$ cat src/rtl/bounded_work_queue_with_expiry_unit_macros.svh
// ----------------------------------------------------------------------------
// Assertion macros for the bounded work queue unit
// Concurrent checks sampled on clk and held off while arst_n is low.
// ----------------------------------------------------------------------------
`ifndef BOUNDED_WORK_QUEUE_WITH_EXPIRY_UNIT_MACROS_SVH
`define BOUNDED_WORK_QUEUE_WITH_EXPIRY_UNIT_MACROS_SVH

// A property that must hold at every clock edge out of reset.
`define BWQ_ASSERT(label, prop, msg) \
	label: assert property (@(posedge clk) disable iff (!arst_n) prop) \
		else $error(msg);

// An expression that must never be true.
`define BWQ_ASSERT_NEVER(label, expr, msg) \
	`BWQ_ASSERT(label, !(expr), msg)

`endif

$ cat src/rtl/bwq_pkg.sv
// ----------------------------------------------------------------------------
// bwq_pkg
// Shared widths, codes and types of the bounded work queue unit.
// ----------------------------------------------------------------------------
`default_nettype none

package bwq_pkg;

	localparam int DEFAULT_QUEUE_DEPTH = 16;

	localparam int CAP_W      = 5;
	localparam int TIMEOUT_W  = 32;
	localparam int HANDLE_W   = 32;
	localparam int LENGTH_W   = 16;
	localparam int CONTEXT_W  = 32;
	localparam int STAMP_W    = 32;
	localparam int STAT_W     = 32;
	localparam int CMD_W      = 3;
	localparam int STATUS_W   = 2;
	localparam int CFG_DATA_W = 32;
	localparam int CFG_IDX_W  = 1;

	localparam logic [CAP_W-1:0] CAP_RESET = CAP_W'(16);

	typedef enum logic [CMD_W-1:0] {
		CMD_PUSH     = 3'd0,
		CMD_POP      = 3'd1,
		CMD_TICK     = 3'd2,
		CMD_SHUTDOWN = 3'd3,
		CMD_CANCEL   = 3'd4
	} cmd_t;

	typedef enum logic [STATUS_W-1:0] {
		ST_OK    = 2'd0,
		ST_FULL  = 2'd1,
		ST_EMPTY = 2'd2,
		ST_SHUT  = 2'd3
	} status_t;

	typedef enum logic [CFG_IDX_W-1:0] {
		REG_CAPACITY = 1'd0,
		REG_TIMEOUT  = 1'd1
	} cfg_reg_t;

	// One queue slot as it sits in the descriptor memory.
	typedef struct packed {
		logic [HANDLE_W-1:0]  handle;
		logic [LENGTH_W-1:0]  length;
		logic [CONTEXT_W-1:0] context_word;
		logic [STAMP_W-1:0]   stamp;
	} slot_t;

	localparam int SLOT_W = HANDLE_W + LENGTH_W + CONTEXT_W + STAMP_W;

endpackage

`default_nettype wire

$ cat src/rtl/bwq_ram.sv
// ----------------------------------------------------------------------------
// bwq_ram
// Simple dual-port RAM: one write port, one read port with registered data.
// ----------------------------------------------------------------------------
`default_nettype none

module bwq_ram
	import bwq_pkg::*;
#(
	parameter int WIDTH = SLOT_W,
	parameter int DEPTH = DEFAULT_QUEUE_DEPTH
) (
	input  wire logic                     clk,
	input  wire logic                     we,
	input  wire logic [$clog2(DEPTH)-1:0] waddr,
	input  wire logic [WIDTH-1:0]         wdata,
	input  wire logic                     re,
	input  wire logic [$clog2(DEPTH)-1:0] raddr,
	output logic      [WIDTH-1:0]         rdata
);

	logic [WIDTH-1:0] mem_q [DEPTH];

	always_ff @(posedge clk) begin
		if (we) begin
			mem_q[waddr] <= wdata;
		end
		if (re) begin
			rdata <= mem_q[raddr];
		end
	end

endmodule

`default_nettype wire

$ cat src/rtl/bounded_work_queue_with_expiry_unit.sv
// ----------------------------------------------------------------------------
// bounded_work_queue_with_expiry_unit
// Circular queue of work descriptors with enqueue time stamps, expiry on pop,
// shutdown latch and five wrapping statistics counters.
//
//   channel   direction  handshake           payload
//   command   in         in_valid/in_stall   cmd, item_handle/length/context
//   result    out        out_valid/out_stall status, descriptor, age, stats
//   config    in         cfg_we              cfg_index, cfg_wdata
//
// A command transfer loads stage 1, and stage 1 moves its result into the
// output register once that register is empty or not stalled; one command
// per cycle is sustained while out_stall is low. The descriptor memory
// read, with registered data, sets the extra stage, and the expiry count is
// settled in that stage. Reset clears pointers, counters and the shutdown
// latch at once; the memory is not cleared. A stalled result holds the stage
// behind it, and the command side stalls only when that stage is full.
// ----------------------------------------------------------------------------
`default_nettype none

`include "bounded_work_queue_with_expiry_unit_macros.svh"

module bounded_work_queue_with_expiry_unit
	import bwq_pkg::*;
#(
	parameter int QUEUE_DEPTH = DEFAULT_QUEUE_DEPTH
) (
	input  wire logic                                 clk,
	input  wire logic                                 arst_n,

	input  wire logic                                 cfg_we,
	input  wire logic [CFG_IDX_W-1:0]                 cfg_index,
	input  wire logic [CFG_DATA_W-1:0]                cfg_wdata,

	input  wire logic                                 in_valid,
	output logic                                      in_stall,
	input  wire logic [CMD_W-1:0]                     cmd,
	input  wire logic [HANDLE_W-1:0]                  item_handle,
	input  wire logic [LENGTH_W-1:0]                  item_length,
	input  wire logic [CONTEXT_W-1:0]                 item_context,

	output logic                                      out_valid,
	input  wire logic                                 out_stall,
	output logic [STATUS_W-1:0]                       status,
	output logic [HANDLE_W-1:0]                       out_handle,
	output logic [LENGTH_W-1:0]                       out_length,
	output logic [CONTEXT_W-1:0]                      out_context,
	output logic [STAMP_W-1:0]                        item_age,
	output logic                                      expired,
	output logic [$clog2(QUEUE_DEPTH+1)-1:0]          depth,
	output logic [STAT_W-1:0]                         pushed_total,
	output logic [STAT_W-1:0]                         popped_total,
	output logic [STAT_W-1:0]                         dropped_total,
	output logic [STAT_W-1:0]                         expired_total,
	output logic [STAT_W-1:0]                         cancelled_total
);

	localparam int PTR_W = $clog2(QUEUE_DEPTH);
	localparam int CNT_W = $clog2(QUEUE_DEPTH + 1);
	localparam int CMP_W = (CNT_W > CAP_W) ? CNT_W : CAP_W;

	// Command stage contents waiting for the memory read.
	typedef struct packed {
		status_t             status;
		logic                pop_ok;
		logic [STAMP_W-1:0]  tick;
		logic [CNT_W-1:0]    depth;
		logic [STAT_W-1:0]   pushed;
		logic [STAT_W-1:0]   popped;
		logic [STAT_W-1:0]   dropped;
		logic [STAT_W-1:0]   cancelled;
	} stage_t;

	typedef struct packed {
		status_t              status;
		logic [HANDLE_W-1:0]  handle;
		logic [LENGTH_W-1:0]  length;
		logic [CONTEXT_W-1:0] context_word;
		logic [STAMP_W-1:0]   age;
		logic                 expired;
		logic [CNT_W-1:0]     depth;
		logic [STAT_W-1:0]    pushed;
		logic [STAT_W-1:0]    popped;
		logic [STAT_W-1:0]    dropped;
		logic [STAT_W-1:0]    expired_cnt;
		logic [STAT_W-1:0]    cancelled;
	} result_t;

	// Configuration and architectural state.
	logic [CAP_W-1:0]     capacity_q;
	logic [TIMEOUT_W-1:0] timeout_q;
	logic [PTR_W-1:0]     wptr_q;
	logic [PTR_W-1:0]     rptr_q;
	logic [CNT_W-1:0]     fill_q;
	logic [STAMP_W-1:0]   tick_q;
	logic                 stopped_q;
	logic [STAT_W-1:0]    pushed_q;
	logic [STAT_W-1:0]    popped_q;
	logic [STAT_W-1:0]    dropped_q;
	logic [STAT_W-1:0]    expired_q;
	logic [STAT_W-1:0]    cancelled_q;

	logic                 valid_s1;
	stage_t               stage_s1;
	logic                 out_valid_q;
	result_t              res_q;

	logic [CMP_W-1:0]     cap_ext;
	logic [CNT_W-1:0]     eff_cap;
	logic [CNT_W-1:0]     wptr_inc;
	logic [CNT_W-1:0]     rptr_inc;
	logic [PTR_W-1:0]     wptr_next;
	logic [PTR_W-1:0]     rptr_next;

	logic                 in_fire;
	logic                 s1_adv;
	logic                 push_ok;
	logic                 push_drop;
	logic                 pop_ok;
	logic                 do_tick;
	logic                 do_shut;
	logic                 do_cancel;
	status_t              cmd_status;
	logic [CNT_W-1:0]     fill_next;
	logic [STAT_W-1:0]    pushed_next;
	logic [STAT_W-1:0]    popped_next;
	logic [STAT_W-1:0]    dropped_next;
	logic [STAT_W-1:0]    cancelled_next;

	logic                 ram_we;
	logic                 ram_re;
	slot_t                wslot;
	logic [SLOT_W-1:0]    ram_rdata;
	slot_t                rslot;
	logic [STAMP_W-1:0]   age_s1;
	logic                 hit_s1;

	// ------------------------------------------------------------------
	// Effective capacity and pointer wrap
	// ------------------------------------------------------------------
	always_comb begin
		cap_ext = CMP_W'(capacity_q);
		if (cap_ext == '0) begin
			cap_ext = CMP_W'(1);
		end else if (cap_ext > CMP_W'(QUEUE_DEPTH)) begin
			cap_ext = CMP_W'(QUEUE_DEPTH);
		end
		eff_cap = cap_ext[CNT_W-1:0];
	end

	// A pointer left beyond a reduced capacity wraps to slot 0 on its next step.
	assign wptr_inc  = CNT_W'(wptr_q) + CNT_W'(1);
	assign rptr_inc  = CNT_W'(rptr_q) + CNT_W'(1);
	assign wptr_next = (wptr_inc >= eff_cap) ? '0 : wptr_inc[PTR_W-1:0];
	assign rptr_next = (rptr_inc >= eff_cap) ? '0 : rptr_inc[PTR_W-1:0];

	// ------------------------------------------------------------------
	// Handshake
	// ------------------------------------------------------------------
	assign s1_adv   = valid_s1 && (!out_valid_q || !out_stall);
	assign in_stall = valid_s1 && !s1_adv;
	assign in_fire  = in_valid && !in_stall;

	// ------------------------------------------------------------------
	// Command decode
	// ------------------------------------------------------------------
	always_comb begin
		push_ok    = 1'b0;
		push_drop  = 1'b0;
		pop_ok     = 1'b0;
		do_tick    = 1'b0;
		do_shut    = 1'b0;
		do_cancel  = 1'b0;
		cmd_status = ST_OK;
		unique case (cmd_t'(cmd))
			CMD_PUSH: begin
				if (stopped_q) begin
					push_drop  = 1'b1;
					cmd_status = ST_SHUT;
				end else if (fill_q >= eff_cap) begin
					push_drop  = 1'b1;
					cmd_status = ST_FULL;
				end else begin
					push_ok = 1'b1;
				end
			end
			CMD_POP: begin
				if (fill_q == '0) begin
					cmd_status = ST_EMPTY;
				end else begin
					pop_ok = 1'b1;
				end
			end
			CMD_TICK:     do_tick   = 1'b1;
			CMD_SHUTDOWN: do_shut   = 1'b1;
			CMD_CANCEL:   do_cancel = 1'b1;
			default: begin
				// Unused command codes change nothing and report ok.
			end
		endcase
	end

	assign fill_next      = fill_q + CNT_W'(push_ok) - CNT_W'(pop_ok);
	assign pushed_next    = pushed_q + STAT_W'(push_ok);
	assign popped_next    = popped_q + STAT_W'(pop_ok);
	assign dropped_next   = dropped_q + STAT_W'(push_drop);
	assign cancelled_next = cancelled_q + STAT_W'(do_cancel);

	// ------------------------------------------------------------------
	// Descriptor memory
	// ------------------------------------------------------------------
	assign ram_we = in_fire && push_ok;
	assign ram_re = in_fire && pop_ok;

	always_comb begin
		wslot.handle       = item_handle;
		wslot.length       = item_length;
		wslot.context_word = item_context;
		wslot.stamp        = tick_q;
	end

	bwq_ram #(
		.WIDTH (SLOT_W),
		.DEPTH (QUEUE_DEPTH)
	) u_slot_ram (
		.clk   (clk),
		.we    (ram_we),
		.waddr (wptr_q),
		.wdata (wslot),
		.re    (ram_re),
		.raddr (rptr_q),
		.rdata (ram_rdata)
	);

	// ------------------------------------------------------------------
	// Configuration registers
	// ------------------------------------------------------------------
	always_ff @(posedge clk or negedge arst_n) begin
		if (!arst_n) begin
			capacity_q <= CAP_RESET;
			timeout_q  <= '0;
		end else if (cfg_we) begin
			unique case (cfg_reg_t'(cfg_index))
				REG_CAPACITY: capacity_q <= cfg_wdata[CAP_W-1:0];
				REG_TIMEOUT:  timeout_q  <= cfg_wdata[TIMEOUT_W-1:0];
				default:      capacity_q <= capacity_q;
			endcase
		end
	end

	// ------------------------------------------------------------------
	// Queue state, updated when a command transfers in
	// ------------------------------------------------------------------
	always_ff @(posedge clk or negedge arst_n) begin
		if (!arst_n) begin
			wptr_q      <= '0;
			rptr_q      <= '0;
			fill_q      <= '0;
			tick_q      <= '0;
			stopped_q   <= 1'b0;
			pushed_q    <= '0;
			popped_q    <= '0;
			dropped_q   <= '0;
			cancelled_q <= '0;
		end else if (in_fire) begin
			if (push_ok) begin
				wptr_q <= wptr_next;
			end
			if (pop_ok) begin
				rptr_q <= rptr_next;
			end
			if (do_tick) begin
				tick_q <= tick_q + STAMP_W'(1);
			end
			if (do_shut) begin
				stopped_q <= 1'b1;
			end
			fill_q      <= fill_next;
			pushed_q    <= pushed_next;
			popped_q    <= popped_next;
			dropped_q   <= dropped_next;
			cancelled_q <= cancelled_next;
		end
	end

	// ------------------------------------------------------------------
	// Stage 1: memory data arrives, age and expiry are settled
	// ------------------------------------------------------------------
	always_ff @(posedge clk or negedge arst_n) begin
		if (!arst_n) begin
			valid_s1 <= 1'b0;
		end else if (in_fire) begin
			valid_s1 <= 1'b1;
		end else if (s1_adv) begin
			valid_s1 <= 1'b0;
		end
	end

	always_ff @(posedge clk) begin
		if (in_fire) begin
			stage_s1.status    <= cmd_status;
			stage_s1.pop_ok    <= pop_ok;
			stage_s1.tick      <= tick_q;
			stage_s1.depth     <= fill_next;
			stage_s1.pushed    <= pushed_next;
			stage_s1.popped    <= popped_next;
			stage_s1.dropped   <= dropped_next;
			stage_s1.cancelled <= cancelled_next;
		end
	end

	// The read data stays put while stage 1 waits: no new read is issued
	// until the stage moves on.
	assign rslot  = slot_t'(ram_rdata);
	assign age_s1 = stage_s1.tick - rslot.stamp;
	assign hit_s1 = stage_s1.pop_ok && (timeout_q != '0) && (age_s1 > timeout_q);

	// The expiry counter is kept here, so each result sees every earlier pop.
	always_ff @(posedge clk or negedge arst_n) begin
		if (!arst_n) begin
			expired_q <= '0;
		end else if (s1_adv) begin
			expired_q <= expired_q + STAT_W'(hit_s1);
		end
	end

	// ------------------------------------------------------------------
	// Output register
	// ------------------------------------------------------------------
	always_ff @(posedge clk or negedge arst_n) begin
		if (!arst_n) begin
			out_valid_q <= 1'b0;
		end else if (s1_adv) begin
			out_valid_q <= 1'b1;
		end else if (!out_stall) begin
			out_valid_q <= 1'b0;
		end
	end

	always_ff @(posedge clk) begin
		if (s1_adv) begin
			res_q.status       <= stage_s1.status;
			res_q.handle       <= stage_s1.pop_ok ? rslot.handle : '0;
			res_q.length       <= stage_s1.pop_ok ? rslot.length : '0;
			res_q.context_word <= stage_s1.pop_ok ? rslot.context_word : '0;
			res_q.age          <= stage_s1.pop_ok ? age_s1 : '0;
			res_q.expired      <= hit_s1;
			res_q.depth        <= stage_s1.depth;
			res_q.pushed       <= stage_s1.pushed;
			res_q.popped       <= stage_s1.popped;
			res_q.dropped      <= stage_s1.dropped;
			res_q.expired_cnt  <= expired_q + STAT_W'(hit_s1);
			res_q.cancelled    <= stage_s1.cancelled;
		end
	end

	assign out_valid       = out_valid_q;
	assign status          = res_q.status;
	assign out_handle      = res_q.handle;
	assign out_length      = res_q.length;
	assign out_context     = res_q.context_word;
	assign item_age        = res_q.age;
	assign expired         = res_q.expired;
	assign depth           = res_q.depth;
	assign pushed_total    = res_q.pushed;
	assign popped_total    = res_q.popped;
	assign dropped_total   = res_q.dropped;
	assign expired_total   = res_q.expired_cnt;
	assign cancelled_total = res_q.cancelled;

	// ------------------------------------------------------------------
	// Assertions
	// ------------------------------------------------------------------
	`BWQ_ASSERT(a_fill_bound, fill_q <= CNT_W'(QUEUE_DEPTH), "fill count above built depth")
	`BWQ_ASSERT(a_read_nonempty, ram_re |-> fill_q != '0, "slot read from an empty queue")
	`BWQ_ASSERT_NEVER(a_ram_one_access, ram_we && ram_re, "push and pop in the same cycle")
	`BWQ_ASSERT(a_s1_hold, valid_s1 && !s1_adv |=> valid_s1 && $stable(stage_s1),
		"stage 1 lost or changed while blocked")
	`BWQ_ASSERT(a_expired_pop, out_valid_q && res_q.expired |-> res_q.status == ST_OK
		&& res_q.age != '0, "expired flag on a result that is no pop")

endmodule

`default_nettype wire
$ cat config.mk
export PLATFORM = sky130hd
export DESIGN_NAME = bounded_work_queue_with_expiry_unit
export DESIGN_NICKNAME = d
export VERILOG_FILES = /design/src/rtl/bwq_pkg.sv /design/src/rtl/bwq_ram.sv /design/src/rtl/bounded_work_queue_with_expiry_unit.sv
export VERILOG_INCLUDE_DIRS = /design/src /design/src/rtl
export SDC_FILE = /design/constraint.sdc
export NUM_CORES = 2
export LEC_CHECK = 0
export ABC_AREA = 1
export BUFFER_PORTS_ARGS = -buffer_cell sky130_fd_sc_hd__buf_2
export CORE_ASPECT_RATIO = 1.1
export CORE_MARGIN = 1.5
export CORE_UTILIZATION = 60
export DETAILED_ROUTE_END_ITERATION = 8
export GPL_ROUTABILITY_DRIVEN = 0
export GPL_TIMING_DRIVEN = 1
export PLACE_DENSITY_LB_ADDON = 0.2
export SLEW_MARGIN = 10
export SYNTH_ARGS = -nofsm -noshare
export SYNTH_HDL_FRONTEND = slang
export SYNTH_HIERARCHICAL = 1
export SYNTH_SLANG_ARGS = --single-unit
export TNS_END_PERCENT = 5
$ cat constraint.sdc
create_clock -name clk -period 10.6 [get_ports clk]
set_input_delay 1.59 -clock clk [delete_from_list [all_inputs] [get_ports clk]]
set_output_delay 1.59 -clock clk [all_outputs]
set_load 0.005 [all_outputs]
==> results_dict.tcl <==
set metrics [dict create \
    pwr-share-seq_pct 46.0 \
    area_delta_synth_final_pct 10.8 \
    root_buffer "clkbuf_16" \
    finish.utilization_pct 66.9 \
    final.min_clock_period_ns 5.44 \
    cts_resized 0 \
    wl_microns 269000 \
    clk_pin_slew_worst_paths_ns 0.06 \
    reg2reg_depth 28 \
    synth-seq-area-share_pct 68.4 \
    fillers 13500 \
    drt_drc_violations_left 0 \
    die-area_sq_mm 0.190 \
    hold_class "register to register" \
    holdBufCountCts 0 \
    clock-sinks 2597 \
    ios 403 \
    reg_top3 "u_slot_ram/mem_q: 1792 flops, stage_s1: 168 flops, u_slot_ram/rdata: 112 flops" \
    insertion_delay_ns 0.93 \
    power_frac_comb_pct 20.1 \
    critPathSlowestCell "a21oi_1" \
    tightest_slew_ns 1.26 \
    min_path_cells 0 \
    powerDensity_mw_per_mm2 213 \
    drive_gt1_share_pct 8.17 \
    final_common_cell "nand2_1" \
    cts_buffers 276 \
    cpMostUsedCell "nand2_1" \
    cts_buffer_depth 4 \
    initial_core_util_pct 60.4 \
    grt_util_met3_pct 4.32 \
    relSlewSlack_pct 15.6 \
    die_h_microns 457 \
    switchingPower_uw 7910 \
    max_stage_delay_ns 0.60 \
    drt-pass1-iter-count 6 \
    cp_data_required_time_ns 11.34 \
    finalHoldViolCount 0 \
    layout.nets 11200 \
    grt_pass1_wl_microns 412000 \
    drv_cap 0 \
    dp_hpwl_microns 142000 \
    crit_fanout 4 \
    cts_setup_buffers 0 \
    grt_setup_unrepaired "no" \
    crit_path_start_kind "register" \
    post_drt_wl_per_cell_microns 19.7 \
    die_w_microns 415 \
    syn_inst 10700 \
    worst_ep_arrival_time_ns 6.17 \
    grt_max_degree 226 \
    via_per_inst 5.49 \
    synth_seq_cells 2597 \
    antenna_found_initial 31 \
    dp_slack_ns 5.05 \
    path_class "register to register" \
    p_int_uw 18600 \
    tns_ns 0 \
    grt_pass1_vias 72900 \
    via_count 74800 \
    crit_path_end_kind "register" \
    h-tree-depth 5 \
    power.share.switching_pct 29.8 \
    core_area_sq_mm 0.186 \
    setup_violations 0 \
    p_leak_uw 0.0534 \
    hold_ws_ns 0.414 \
    layout_common_cells "nand2_1, edfxtp_1, inv_1" \
    post-route-period-util_pct 51.3 \
    cts_tree "done" \
    synth_nets 10900 \
    p_clk_share_pct 33.9 \
    drt_iter0_drc 7830 \
    p_total_uw 26500 \
    max_freq_mhz 184 \
    largest_register_ffs 1792 \
    avgSynthCellArea_sq_um 10.5 \
    outcome "finished clean" \
    final_max_slew_viol_count 0 \
    ir_drop_v 0.000276 \
    overflow 0 \
    yosysWarnings 6 \
    busiest_layer "met2" \
    track_usage_pct 28.1 \
    ys_types 48 \
    top_register "u_slot_ram/mem_q" \
    portBuffers 402 \
    globalRouteMet2Util_pct 47.4 \
    rows 166 \
    finalClockSkew_ns 0.0478 \
    grtUsageMet1_pct 36.8 \
    ant_nets 0 \
    netlist_area_sq_mm 0.112 \
    worst_slack_ns 5.16 \
]
final timing paths:
check                                               from                   endpoint  slack [ns]
setup / recovery           u_slot_ram/rdata[0]$_DFFE_PP_  expired_q[24]$_DFFE_PN0P_        5.16
hold / removal                    stage_s1[97]$_DFFE_PP_  pushed_total[1]$_DFFE_PP_        0.41
setup reg to reg           u_slot_ram/rdata[0]$_DFFE_PP_  expired_q[24]$_DFFE_PN0P_        5.16
hold reg to reg                   stage_s1[97]$_DFFE_PP_  pushed_total[1]$_DFFE_PP_        0.41
max in group asynchronous                         arst_n  dropped_q[18]$_DFFE_PN0P_        7.79
min in group asynchronous                         arst_n   expired_q[5]$_DFFE_PN0P_        0.64
cells in the mapped netlist, drive strengths merged:
library cell | count | area, sq um
nand3b | 17 | 128
a21oi | 73 | 365
clkbuf | 118 | 443
nor4 | 5 | 37.5
o22ai | 1 | 6.26
nand3 | 1427 | 7200
xor2 | 146 | 1280
nand4 | 48 | 300
dfstp | 1 | 26.3
a21o | 2 | 15.0
nor3b | 4 | 30.0
o21ai | 151 | 756
o2111ai | 1 | 8.76
a21boi | 1 | 7.51
buf | 308 | 1780
nand2 | 3354 | 12600
ha | 97 | 1210
inv | 1872 | 7030
xnor2 | 31 | 279
dfrtp | 244 | 6110
nor2 | 297 | 1170
a211o | 1 | 8.76
and3 | 5 | 31.3
o21a | 3 | 22.5
edfxtp | 2352 | 70600
clkinv | 1 | 3.75
o221ai | 1 | 8.76
and2 | 5 | 31.3
nor3 | 104 | 644
o311ai | 1 | 8.76
fa | 2 | 40.0
or2 | 1 | 6.26
o21bai | 1 | 7.51
critical path: cells and delay by family (launching register included):
kind | cells | cell delay (ns)
and+or+nand+nor | 18 | 2.16
adders and majority gates | 5 | 1.45
AOI/OAI and AO/OA | 3 | 1.10
buffers and inverters | 2 | 0.18
DFF | 1 | 0.36
stage by stage:
stage / area, sq um / cells
detailed placement: 116000 / 13200
global route: 124000 / 13600
global placement: 116000 / 13200
CTS: 124000 / 13600
finish: 124000 / 13600
floorplan: 112000 / 10700
power groups by stage:
stage / clock network (uW) / logic, uW / registers, uW
finish: 9010 / 5330 / 12200
CTS: 9150 / 5290 / 12200
detailed placement: 0 / 5250 / 12400
floorplan: 0 / 3910 / 12300
global placement: 0 / 5110 / 12400
global route: 9530 / 5920 / 12300
kinds of logic after synthesis:
logic type / after synthesis / share of synthesized area [%]
adder cells (fa/ha/maj): 99 / 1.12
buffers and inverters: 2299 / 8.24
AND/OR/NAND/NOR: 5267 / 19.8
flip-flops: 2597 / 68.4
XOR/XNOR: 177 / 1.39
AO/OA/AOI/OAI: 236 / 1.08
layer usage:
layer | up-vias | part of all wire (%)
li1 | 35200 | -
met1 | 35800 | 39
met4 | 36 | 3.4
met2 | 3171 | 49
met3 | 608 | 7.8
met5 | - | 0.082
layout make-up:
| class | instances | area (sq um) | area share [%] |
|---|---|---|---|
| inverters | 1873 | 7070 | 5.68 |
| well taps | 2436 | 3050 | 2.45 |
| diodes | 10 | 25.0 | 0.0201 |
| clock buffers | 338 | 7270 | 5.85 |
| flip-flops and latches | 2597 | 76800 | 61.7 |
| clock inverters | 123 | 1010 | 0.813 |
| repair buffers | 472 | 2810 | 2.26 |
| multi-input cells | 5779 | 26400 | 21.2 |
(Power assumes the default switching activity.)
